**src/rtl/core/alist_pkg.sv**
```systemverilog
// Shared types and constants for the array list engine.
`timescale 1ns / 1ps

package alist_pkg;

	localparam int CAPACITY  = 64;
	localparam int WORD_BITS = 32;
	localparam int IDX_W     = $clog2(CAPACITY);
	localparam int CNT_W     = $clog2(CAPACITY + 1);

	typedef logic [2:0]           func_t;
	typedef logic [IDX_W-1:0]     idx_t;
	typedef logic [CNT_W-1:0]     cnt_t;
	typedef logic [WORD_BITS-1:0] word_t;

	// Request operation codes
	localparam func_t FN_APPEND       = 3'd0;
	localparam func_t FN_INSERT       = 3'd1;
	localparam func_t FN_REMOVE       = 3'd2;
	localparam func_t FN_SET          = 3'd3;
	localparam func_t FN_GET          = 3'd4;
	localparam func_t FN_RESET_CURSOR = 3'd5;
	localparam func_t FN_NEXT         = 3'd6;

	// Store port request: one write and one read per cycle
	typedef struct packed {
		logic  we;
		idx_t  waddr;
		word_t wdata;
		logic  re;
		idx_t  raddr;
	} mem_req_t;

	// One finished result
	typedef struct packed {
		logic                        status;
		logic signed [WORD_BITS-1:0] read_value;
		cnt_t                        length;
		logic                        has_next;
	} res_t;

endpackage

```
**src/rtl/core/alist_ifs.sv**
```systemverilog
// Request and response channel interfaces for the array list engine.
`timescale 1ns / 1ps

interface alist_req_if;
	import alist_pkg::*;

	logic                        valid;
	logic                        ready;
	func_t                       func;
	idx_t                        position;
	logic signed [WORD_BITS-1:0] value;

	modport source (output valid, output func, output position, output value, input ready);
	modport sink (input valid, input func, input position, input value, output ready);
endinterface

interface alist_rsp_if;
	import alist_pkg::*;

	logic                        valid;
	logic                        ready;
	logic                        status;
	logic signed [WORD_BITS-1:0] read_value;
	cnt_t                        length;
	logic                        has_next;

	modport source (output valid, output status, output read_value, output length,
		output has_next, input ready);
	modport sink (input valid, input status, input read_value, input length,
		input has_next, output ready);
endinterface

```
**src/rtl/core/array_list_engine_top.sv**
```systemverilog
// Top level of the array list engine: sequencer, element store, response register.
`timescale 1ns / 1ps

// Array list engine: an ordered list of up to CAPACITY signed words.
// Channels: req carries func, position and value; rsp returns status,
// read_value, length and has_next, one transfer per request. Both use a
// valid/ready handshake; a transfer happens when valid and ready are high
// at a rising edge of clk.
// Throughput: one request at a time; req.ready is high only while the
// sequencer is idle. Append, set, get, next, cursor reset and failing
// requests go from the sequencer's response state to the rsp register,
// which raises rsp.valid. Insert and remove shift entries through the
// single store port, one entry per cycle; insert then writes the new
// value, and both then take the same response path. The shift loop and
// the one-read, one-write store set how long they take.
// Stall: the result sits in the rsp register until rsp.ready; a second
// finished result waits in the sequencer, which then takes no request.
// Reset (arst_n low): the list is empty, the cursor is at the start and
// rsp.valid is low. The store is not cleared; only entries below the
// count are ever read.
module array_list_engine_top (
	input logic        clk,
	input logic        arst_n,
	alist_req_if.sink  req,
	alist_rsp_if.source rsp
);
	import alist_pkg::*;

	mem_req_t mreq;
	word_t    rdata;
	res_t     res;
	logic     res_valid;
	logic     res_take;

	res_t     out_q;
	logic     ov_q;

	alist_ctrl u_ctrl (
		.clk       (clk),
		.arst_n    (arst_n),
		.req       (req),
		.mreq      (mreq),
		.rdata     (rdata),
		.res       (res),
		.res_valid (res_valid),
		.res_take  (res_take)
	);

	alist_store u_store (
		.clk   (clk),
		.mreq  (mreq),
		.rdata (rdata)
	);

	// Load the response register when it is empty or being drained
	assign res_take = res_valid && (!ov_q || rsp.ready);

	always_ff @(posedge clk or negedge arst_n) begin
		if (!arst_n) begin
			ov_q  <= 1'b0;
			out_q <= '0;
		end else begin
			if (res_take) begin
				ov_q  <= 1'b1;
				out_q <= res;
			end else if (rsp.ready) begin
				ov_q <= 1'b0;
			end
		end
	end

	assign rsp.valid      = ov_q;
	assign rsp.status     = out_q.status;
	assign rsp.read_value = out_q.read_value;
	assign rsp.length     = out_q.length;
	assign rsp.has_next   = out_q.has_next;

endmodule

```
**src/rtl/core/alist_store.sv**
```systemverilog
// Element store: one write port, one read port with registered read data.
`timescale 1ns / 1ps

module alist_store (
	input  logic               clk,
	input  alist_pkg::mem_req_t mreq,
	output alist_pkg::word_t   rdata
);
	import alist_pkg::*;

	word_t mem_q [CAPACITY];
	word_t rdata_q;

	always_ff @(posedge clk) begin
		if (mreq.we) begin
			mem_q[mreq.waddr] <= mreq.wdata;
		end
		if (mreq.re) begin
			rdata_q <= mem_q[mreq.raddr];
		end
	end

	assign rdata = rdata_q;

endmodule

```
**src/rtl/core/alist_ctrl.sv**
```systemverilog
// Request sequencer: checks, count and cursor, and the entry move loop.
`timescale 1ns / 1ps

module alist_ctrl (
	input  logic                clk,
	input  logic                arst_n,
	alist_req_if.sink           req,
	output alist_pkg::mem_req_t mreq,
	input  alist_pkg::word_t    rdata,
	output alist_pkg::res_t     res,
	output logic                res_valid,
	input  logic                res_take
);
	import alist_pkg::*;

	typedef enum logic [1:0] {
		ST_IDLE,
		ST_MOVE,
		ST_PLACE,
		ST_RESP
	} state_t;

	state_t state_q;
	cnt_t   count_q;
	cnt_t   cursor_q;
	cnt_t   left_q;
	idx_t   pos_q;
	idx_t   idx_q;
	idx_t   dst_q;
	word_t  val_q;
	logic   ins_q;
	logic   pend_q;
	logic   fail_q;
	logic   rd_q;

	logic acc;
	logic full;
	logic pos_in;
	logic pos_le;
	logic nxt_ok;
	cnt_t pos_ext;

	assign req.ready = (state_q == ST_IDLE);
	assign acc       = req.valid && req.ready;
	assign pos_ext   = {1'b0, req.position};
	assign full      = (count_q == CNT_W'(CAPACITY));
	assign pos_in    = (pos_ext < count_q);
	assign pos_le    = (pos_ext <= count_q);
	assign nxt_ok    = (cursor_q < count_q);

	// Store port: single writes and reads at accept, moves, final insert write
	always_comb begin
		mreq = '0;
		case (state_q)
			ST_IDLE: begin
				if (acc) begin
					case (req.func)
						FN_APPEND: begin
							mreq.we    = !full;
							mreq.waddr = count_q[IDX_W-1:0];
							mreq.wdata = word_t'(req.value);
						end
						FN_SET: begin
							mreq.we    = pos_in;
							mreq.waddr = req.position;
							mreq.wdata = word_t'(req.value);
						end
						FN_GET: begin
							mreq.re    = pos_in;
							mreq.raddr = req.position;
						end
						FN_NEXT: begin
							mreq.re    = nxt_ok;
							mreq.raddr = cursor_q[IDX_W-1:0];
						end
						default: begin
						end
					endcase
				end
			end
			ST_MOVE: begin
				mreq.we    = pend_q;
				mreq.waddr = dst_q;
				mreq.wdata = rdata;
				mreq.re    = (left_q != '0);
				mreq.raddr = idx_q;
			end
			ST_PLACE: begin
				mreq.we    = 1'b1;
				mreq.waddr = pos_q;
				mreq.wdata = val_q;
			end
			default: begin
			end
		endcase
	end

	always_ff @(posedge clk or negedge arst_n) begin
		if (!arst_n) begin
			state_q  <= ST_IDLE;
			count_q  <= '0;
			cursor_q <= '0;
			left_q   <= '0;
			pos_q    <= '0;
			idx_q    <= '0;
			dst_q    <= '0;
			val_q    <= '0;
			ins_q    <= 1'b0;
			pend_q   <= 1'b0;
			fail_q   <= 1'b0;
			rd_q     <= 1'b0;
		end else begin
			case (state_q)
				ST_IDLE: begin
					if (acc) begin
						pos_q   <= req.position;
						val_q   <= word_t'(req.value);
						fail_q  <= 1'b1;
						rd_q    <= 1'b0;
						pend_q  <= 1'b0;
						state_q <= ST_RESP;
						case (req.func)
							FN_APPEND: begin
								if (!full) begin
									count_q <= count_q + 1'b1;
									fail_q  <= 1'b0;
								end
							end
							FN_INSERT: begin
								if (!full && pos_le) begin
									count_q <= count_q + 1'b1;
									fail_q  <= 1'b0;
									ins_q   <= 1'b1;
									left_q  <= count_q - pos_ext;
									idx_q   <= IDX_W'(count_q - 1'b1);
									state_q <= ST_MOVE;
								end
							end
							FN_REMOVE: begin
								if (pos_in) begin
									count_q <= count_q - 1'b1;
									fail_q  <= 1'b0;
									ins_q   <= 1'b0;
									left_q  <= count_q - pos_ext - 1'b1;
									idx_q   <= req.position + 1'b1;
									state_q <= ST_MOVE;
								end
							end
							FN_SET: begin
								fail_q <= !pos_in;
							end
							FN_GET: begin
								fail_q <= !pos_in;
								rd_q   <= pos_in;
							end
							FN_RESET_CURSOR: begin
								cursor_q <= '0;
								fail_q   <= 1'b0;
							end
							FN_NEXT: begin
								if (nxt_ok) begin
									cursor_q <= cursor_q + 1'b1;
									fail_q   <= 1'b0;
									rd_q     <= 1'b1;
								end
							end
							default: begin
							end
						endcase
					end
				end
				ST_MOVE: begin
					// Read one source while the previous one lands at its new place
					if (left_q != '0) begin
						pend_q <= 1'b1;
						left_q <= left_q - 1'b1;
						if (ins_q) begin
							dst_q <= idx_q + 1'b1;
							idx_q <= idx_q - 1'b1;
						end else begin
							dst_q <= idx_q - 1'b1;
							idx_q <= idx_q + 1'b1;
						end
					end else begin
						pend_q <= 1'b0;
						if (!pend_q) begin
							state_q <= ins_q ? ST_PLACE : ST_RESP;
						end
					end
				end
				ST_PLACE: begin
					state_q <= ST_RESP;
				end
				ST_RESP: begin
					if (res_take) begin
						state_q <= ST_IDLE;
					end
				end
				default: begin
					state_q <= ST_IDLE;
				end
			endcase
		end
	end

	assign res_valid      = (state_q == ST_RESP);
	assign res.status     = fail_q;
	assign res.read_value = rd_q ? rdata : '0;
	assign res.length     = count_q;
	assign res.has_next   = (cursor_q < count_q);

endmodule
```
**src/flat_wrapper.sv**
```systemverilog
// flat-port wrapper written by rule: the top's interface ports become plain ports
module array_list_engine_top_flat import alist_pkg::*;
  (clk, arst_n, req_valid, req_func, req_position, req_value, req_ready, rsp_valid, rsp_status, rsp_read_value, rsp_length, rsp_has_next, rsp_ready);
  alist_req_if req_i ();
  alist_rsp_if rsp_i ();
  input logic clk;
  input logic arst_n;
  input wire logic [$bits(req_i.valid)-1:0] req_valid;
  input wire logic [$bits(req_i.func)-1:0] req_func;
  input wire logic [$bits(req_i.position)-1:0] req_position;
  input wire logic [$bits(req_i.value)-1:0] req_value;
  output wire logic [$bits(req_i.ready)-1:0] req_ready;
  output wire logic [$bits(rsp_i.valid)-1:0] rsp_valid;
  output wire logic [$bits(rsp_i.status)-1:0] rsp_status;
  output wire logic [$bits(rsp_i.read_value)-1:0] rsp_read_value;
  output wire logic [$bits(rsp_i.length)-1:0] rsp_length;
  output wire logic [$bits(rsp_i.has_next)-1:0] rsp_has_next;
  input wire logic [$bits(rsp_i.ready)-1:0] rsp_ready;
  assign req_i.valid = req_valid;
  assign req_i.func = req_func;
  assign req_i.position = req_position;
  assign req_i.value = req_value;
  assign req_ready = req_i.ready;
  assign rsp_valid = rsp_i.valid;
  assign rsp_status = rsp_i.status;
  assign rsp_read_value = rsp_i.read_value;
  assign rsp_length = rsp_i.length;
  assign rsp_has_next = rsp_i.has_next;
  assign rsp_i.ready = rsp_ready;
  array_list_engine_top u_core (.clk(clk), .arst_n(arst_n), .req(req_i), .rsp(rsp_i));
endmodule
```
**config.mk**
```make
export PLATFORM = sky130hd
export DESIGN_NAME = array_list_engine_top_flat
export DESIGN_NICKNAME = d
export VERILOG_FILES = /design/src/rtl/core/alist_pkg.sv /design/src/rtl/core/alist_ifs.sv /design/src/rtl/core/array_list_engine_top.sv /design/src/rtl/core/alist_store.sv /design/src/rtl/core/alist_ctrl.sv /design/src/flat_wrapper.sv
export SDC_FILE = /design/constraint.sdc
export NUM_CORES = 2
export LEC_CHECK = 0
export BUFFER_PORTS_ARGS = -buffer_cell sky130_fd_sc_hd__clkbuf_2
export CORE_ASPECT_RATIO = 0.7
export CORE_MARGIN = 3
export CORE_UTILIZATION = 35
export DETAILED_ROUTE_END_ITERATION = 16
export MAX_ROUTING_LAYER = met4
export SLEW_MARGIN = 20
export SYNTH_ARGS = -nofsm -noshare
export SYNTH_HDL_FRONTEND = slang
export SYNTH_SLANG_ARGS = --single-unit
export TNS_END_PERCENT = 10
```
**constraint.sdc**
```tcl
create_clock -name clk -period 4.9 [get_ports clk]
set_input_delay 0.49 -clock clk [delete_from_list [all_inputs] [get_ports clk]]
set_output_delay 0.49 -clock clk [all_outputs]
set_load 0.03 [all_outputs]
```
# Word-level counts from Yosys, hierarchy flattened
# Memories as Yosys holds them, arrays and structs flattened. A register that Yosys moved wholly into a read port is not among the register bits.
# Index checks and enable logic that the tools add are counted.
# totals
mem_count,1
wordCells,128
out_inout_bits,43
in_bits,45
reg_bits,119
ram_bits,2048
# mem_list
name,depth,word_bits,rd,rd_clocked_by_memory_dff,write_ports,line_no,text
u_core.u_store.mem_q,64,32,1,1,1,alist_store.sv:11,word_t mem_q [CAPACITY];
# classes
order_cmp,3
n_eq_ne,22
addsub,9
muxes,52
n_reduce_logical,24
# op_table
op,count
39-bit one-hot mux with 3 select lines,1
39-bit one-hot mux with 2 select lines,1
7-bit one-hot mux with 2 select lines,5
7-bit two-way mux,8
46-bit two-way mux,1
6-bit two-way mux,6
32-bit two-way mux,1
6-bit one-hot mux with 2 select lines,2
7-bit one-hot mux with 3 select lines,1
"7-bit by 1-bit subtractor with 7-bit output, second input constant",3
"2-bit != test, second input constant",8
"7-bit by 1-bit adder with 7-bit output, second input constant",2
1-bit two-way mux,14
"6-bit by 1-bit adder with 6-bit output, second input constant",2
2-bit two-way mux,6
6-bit AND reduction,2
"3-bit == test, second input constant",3
2-bit one-hot mux with 4 select lines,1
4-bit AND reduction,2
2-bit nonzero test,4
"7-bit == test, second input constant",1
6-bit by 7-bit less-or-equal comparator with 1-bit output,1
6-bit by 7-bit less-than comparator with 1-bit output,1
7-bit less-than comparator,1
22 further kinds,33

# Longest topological paths before layout
# depth
word_depth,7
depth_mapped,16

# By module
# A second synthesis with hierarchy kept.
# unflattened
cells_unflattened,4175
area_unflattened_um2,86430.4
# modules_own_cells
module,area_per_inst_um2,cells_per_inst,n_inst,seq_area_each_um2
alist_store,78829.4,3323,1,62459.9
alist_ctrl,5861.9,761,1,1926.8
array_list_engine_top,1739.2,91,1,1051.0

# Least setup slack after synthesis
# Ideal clock, no wire load.
# synth_path
path_kind,reg-to-reg
from,register u_core.u_ctrl.state_q[0]
to,"memory u_core.u_store.mem_q[50][0] (netlist name), enable pin"
path_slack_ns,-0.262
n_path_buf,2
arrival_ns,4.701
synth_period_minus_slack_ns,5.162
stages_incl_launch_ff,11
path_cell_list,dfrtp_1 -> inv_1 -> ha_1 -> buf_2 -> and2_1 -> clkbuf_1 -> nand2b_1 -> o21ai_0 -> nor2b_1 -> nand2_1 -> nor3_1
# synth_between
elab_chain_cells,6
word_cells_on_any_way,8
cone_classes,2 x eq/ne; 4 x mux; 2 x reduce/logical
# synth_rtl
element,line_no,text
"start, declared",alist_ctrl.sv:23,state_t state_q;
"start signal, assigned",alist_ctrl.sv:187,state_q <= ins_q ? ST_PLACE : ST_RESP;
2-bit zero test (*),alist_ctrl.sv:43,assign req.ready = (state_q == ST_IDLE);
named net req_ready,flat_wrapper.sv:12,output wire logic [$bits(req_i.ready)-1:0] req_ready;
1-bit logical AND,alist_ctrl.sv:44,assign acc = req.valid && req.ready;
46-bit two-way mux,alist_ctrl.sv:56,if (acc) begin
39-bit one-hot mux with 3 select lines (*),alist_ctrl.sv:54,case (state_q)
1-bit two-way mux,alist_store.sv:15,if (mreq.we) begin
1-bit two-way mux (not written as such),alist_store.sv:16,mem_q[mreq.waddr] <= mreq.wdata;
"end, declared",alist_store.sv:11,
# The timed path passes the listed nets; every way through them passes the cells marked *.

# Worst setup path after layout
# layout_path
from,register u_core.u_ctrl.state_q[1]
to,register u_core.u_store.rdata_q[7] (netlist: u_core.u_store.rdata[7]) (read register of u_core.u_store.mem_q) (data pin)
# layout_between
elab_chain_cells,4
word_cells_on_any_way,5
cone_classes,1 x eq/ne; 2 x mux; 2 x reduce/logical
# layout_rtl
element,line_no,text
2-bit zero test,"alist_ctrl.sv:43, alist_ctrl.sv:54",
1-bit logical AND,alist_ctrl.sv:44,
46-bit two-way mux,alist_ctrl.sv:56,
7-bit one-hot mux with 2 select lines (*),alist_ctrl.sv:54,
"end, declared",alist_store.sv:12,word_t rdata_q;
# Every way passes the cells marked *; elsewhere a longest branch is shown, timed or not.
# A chain may end at the register's enable or synchronous reset.

==> out/qor.yml <==
floorplan:
  fp-row-count: 154
  die_h_um: 429
  die_w_um: 610
  boundaryPins: 88
  core_mm2: 0.253
  start_util_pct: 35.3
  die_area_mm2: 0.261
worst_setup_path:
  arrival_ps: 5380
  slowest_stage: "a21oi_4"
  crit_top_cell: "a21oi_1"
  critPathKind: "reg2reg"
  worstSetupStartpointType: "flip-flop"
  cp.required_ps: 5450
  endpoint_kind: "flip-flop"
  max_stage_delay_ps: 600
  crit_chain: "inv_1 -> ha_1 -> and4b_1 -> nand2_1 -> a21oi_4 -> buf_4 -> a21oi_1 -> nor3_2 -> a21oi_1 -> o22ai_2 -> nor2_1"
  worstPathMaxFanout: 15
sta:
  setup_viol: 0
  tightest_slew_ps: 1160
  period_needed_ps: 4830
  fin_crit_sh_pct: 98.6
  slew_violations: 0
  hold_slack_ps: 53.4
  slew_headroom_pct: 22.5
  rsz0062_at_grt: "true"
  skew_ps: 64.9
  finalHoldViolCount: 0
  max_freq_ghz: 0.207
synthesis:
  synth_fa_ha_area_share_pct: 0.415
  synth.distinct_cells: 85
  synth-seq-cells: 2199
  synth-simple-area-share_pct: 13.7
  synth_compound_area_share_pct: 5.86
  synth_edf_count: 2080
  ys.flop_type: "edfxtp_1"
  synth-xor-area-share_pct: 0.294
  ys_warn_count: 0
  synth_cells: 6584
  synthesis.nets: 6658
  synthMuxAreaShare_pct: 3.91
  netlist_area_mm2: 0.0893
  yosysSeqAreaShare_pct: 73.3
  postSynthAreaPerCell_um2: 13.6
  synthArstFlopShare_pct: 5.41
  synth_top_family_by_area: "simple AND/OR/NAND/NOR gates"
grt:
  antenna_found_initial: 15
  grt_pass1_wl_um: 421000
  grt_usage_pct: 23.0
  grt_pass1_vias: 54900
  grt_max_degree: 95
  overflow: 0
outcome:
  status: "completed"
clock_tree:
  clock_sinks: 2199
  numCtsBuffers: 205
  clockRootBuffer: "clkbuf_16"
  cts_setup_buffers: 0
  clock_latency_ps: 880
  cts_tree: "built"
  cts.path.max_buffers: 4
  clk_pin_slew_ps: 60
  cts_htree_levels: 4
placed_design:
  port-buffer-count: 87
  globalplace.congestion: 0.916
  post-dp-hpwl_um: 179000
drt:
  wl_per_cell_um: 28.9
  num_vias: 59700
  drt_iter0_drc: 9966
  postRouteAntennaNets: 0
  drtPass1Iterations: 8
  vias_per_cell: 5.76
  wl_um: 300000
  drcViolationCount: 0
layout:
  syn_to_final_growth_pct: 15.8
  multi_input_area_mm2: 0.0225
  drive_gt1_share_pct: 14.0
  seqCellArea_mm2: 0.0654
  fillers: 22900
  fin_nets: 6931
run:
  maxCapViolations: 0
power:
  power_density_mw_per_mm2: 648
  total_power_mw: 66.9
  vdd_drop_max_mv: 0.396
  leakagePower_nw: 35.5
worst_hold_path:
  hold_path.class: "in2reg"
## per-stage QoR
step	area [um2]	TNS [ps]	worst slack (ps)	std cells	util, %
2_1_floorplan	89300	-260060	-262	6584	-
4_1_cts	103000	0	17.0	10400	40.9
6_report	103000	0	70.9	10400	40.9
3_5_place_dp	96800	-560	-302	9970	38.3
3_3_place_gp	96800	-1990	-774	9966	38.3
5_1_grt	103000	-37.6	-20.5	10400	40.9
## power by group
group          internal, mW  switching, mW  total (mW)
clock network          8.22           6.92        15.1
registers              25.0           1.07        26.1
logic                  6.61           19.1        25.7
## cell families (layout without fill, tap and decap cells)
logic type               Yosys count  in the layout
AND/OR/NAND/NOR                 2864           2864
adder cells (fa/ha/maj)           29             29
buffers and inverters            438            864
AO/OA/AOI/OAI                    806            806
other                              0              5
multiplexers                     218            218
flip-flops                      2199           2199
XOR/XNOR                          30             30
## final timing paths
kind                            slack [ps]  cells after the start                      start                        end
worst max-delay path                    70                     11   u_core.u_ctrl.state_q[1]    u_core.u_store.rdata[7]
worst min-delay path                    50                      2                  req_valid       u_core.u_ctrl.pend_q
worst max register to register          70                     11   u_core.u_ctrl.state_q[1]    u_core.u_store.rdata[7]
worst min register to register         480                      2  u_core.rsp.read_value[25]  u_core.rsp.read_value[25]
max in group asynchronous             3770                      3                     arst_n  u_core.rsp.read_value[14]
min in group asynchronous              130                      2                     arst_n  u_core.u_ctrl.cursor_q[3]
## sequential cells by signal, indices dropped and copies added (netlist names), 7 cells and up
name,cells
u_core.u_ctrl.count_q,7
u_core.u_ctrl.val_q,32
u_core.rsp.read_value,32
u_core.u_store.rdata,32
u_core.rsp.length,7
u_core.u_ctrl.left_q,7
u_core.u_store.mem_q,2048
u_core.u_ctrl.cursor_q,7
## critical path, delay by kind of cell (launching register included)
family          cells  cell delay, ps
fa+ha+maj           1             430
flops               1             460
simple gates        4            1310
buf+inv             2             590
compound gates      4            1740
## cell usage in the layout, fill, tap and decap left out, types with 53 or more instances in the layout
| cell | instances |
|---|---|
| dfrtp_1 | 118 |
| a31oi_1 | 70 |
| and3_1 | 53 |
| buf_4 | 238 |
| edfxtp_1 | 2080 |
| nand2_1 | 1777 |
| buf_12 | 119 |
| clkbuf_2 | 86 |
| nor2_1 | 67 |
| mux2i_1 | 96 |
| o21ai_0 | 149 |
| nor3_1 | 81 |
| clkbuf_16 | 209 |
| clkbuf_1 | 57 |
| a21oi_1 | 221 |
| a22oi_1 | 55 |
| mux4_2 | 101 |
| nand3_1 | 729 |
## cell type report
cell class	count	share of cell area [%]
Inverter	27	0.0981
Timing Repair Buffer	477	4.78
Clock inverter	90	0.590
Sequential cell	2199	63.3
Clock buffer	270	5.32
Tap cell	3354	4.06
Multi-Input combinational cell	3947	21.8
Antenna cell	5	0.0121
## synthesized netlist by cell type (all sizes together) (9+ instances only)
| cell | number | area, um2 |
|---|---|---|
| edfxtp | 2080 | 62500 |
| nand2 | 1780 | 6680 |
| nand3 | 731 | 3660 |
| buf | 278 | 1690 |
| a21oi | 257 | 1290 |
| o21ai | 182 | 941 |
| clkbuf | 133 | 499 |
| nor3 | 123 | 616 |
| dfrtp | 119 | 2980 |
| mux4 | 101 | 2270 |
| mux2i | 98 | 997 |
| nor2 | 94 | 355 |
| a31oi | 70 | 438 |
| a22oi | 55 | 413 |
| and3 | 53 | 332 |
| ha | 28 | 350 |
| a221oi | 27 | 337 |
| inv | 27 | 101 |
| o22ai | 27 | 169 |
| xnor2 | 24 | 210 |
| a311oi | 23 | 201 |
| nand4 | 23 | 144 |
| o2111ai | 22 | 193 |
| a32oi | 19 | 166 |
| mux2 | 19 | 214 |
| a2111oi | 15 | 158 |
| nand2b | 15 | 93.8 |
| a32o | 12 | 120 |
| nor2b | 12 | 75.1 |
| o21a | 12 | 90.1 |
| a21o | 10 | 75.1 |
| a41oi | 10 | 87.6 |
| and2 | 10 | 62.6 |
| a211oi | 9 | 72.6 |
## per-layer routing
layer	global-route usage [%]	wire length, um	up-vias
li1	-	-	25000
met1	34.0	124000	30100
met2	29.9	120000	4081
met3	7.67	47900	474
met4	5.50	7580	0
met5	-	0	-
## timing repair
item / CTS / global route
hold buffers: 34 / 0
endpoints found under the setup margin: 2 / 6
resized for setup: 2 / 6
endpoints found under the hold margin: 58 / 0
No activity file was read; power rests on OpenSTA's default activity.
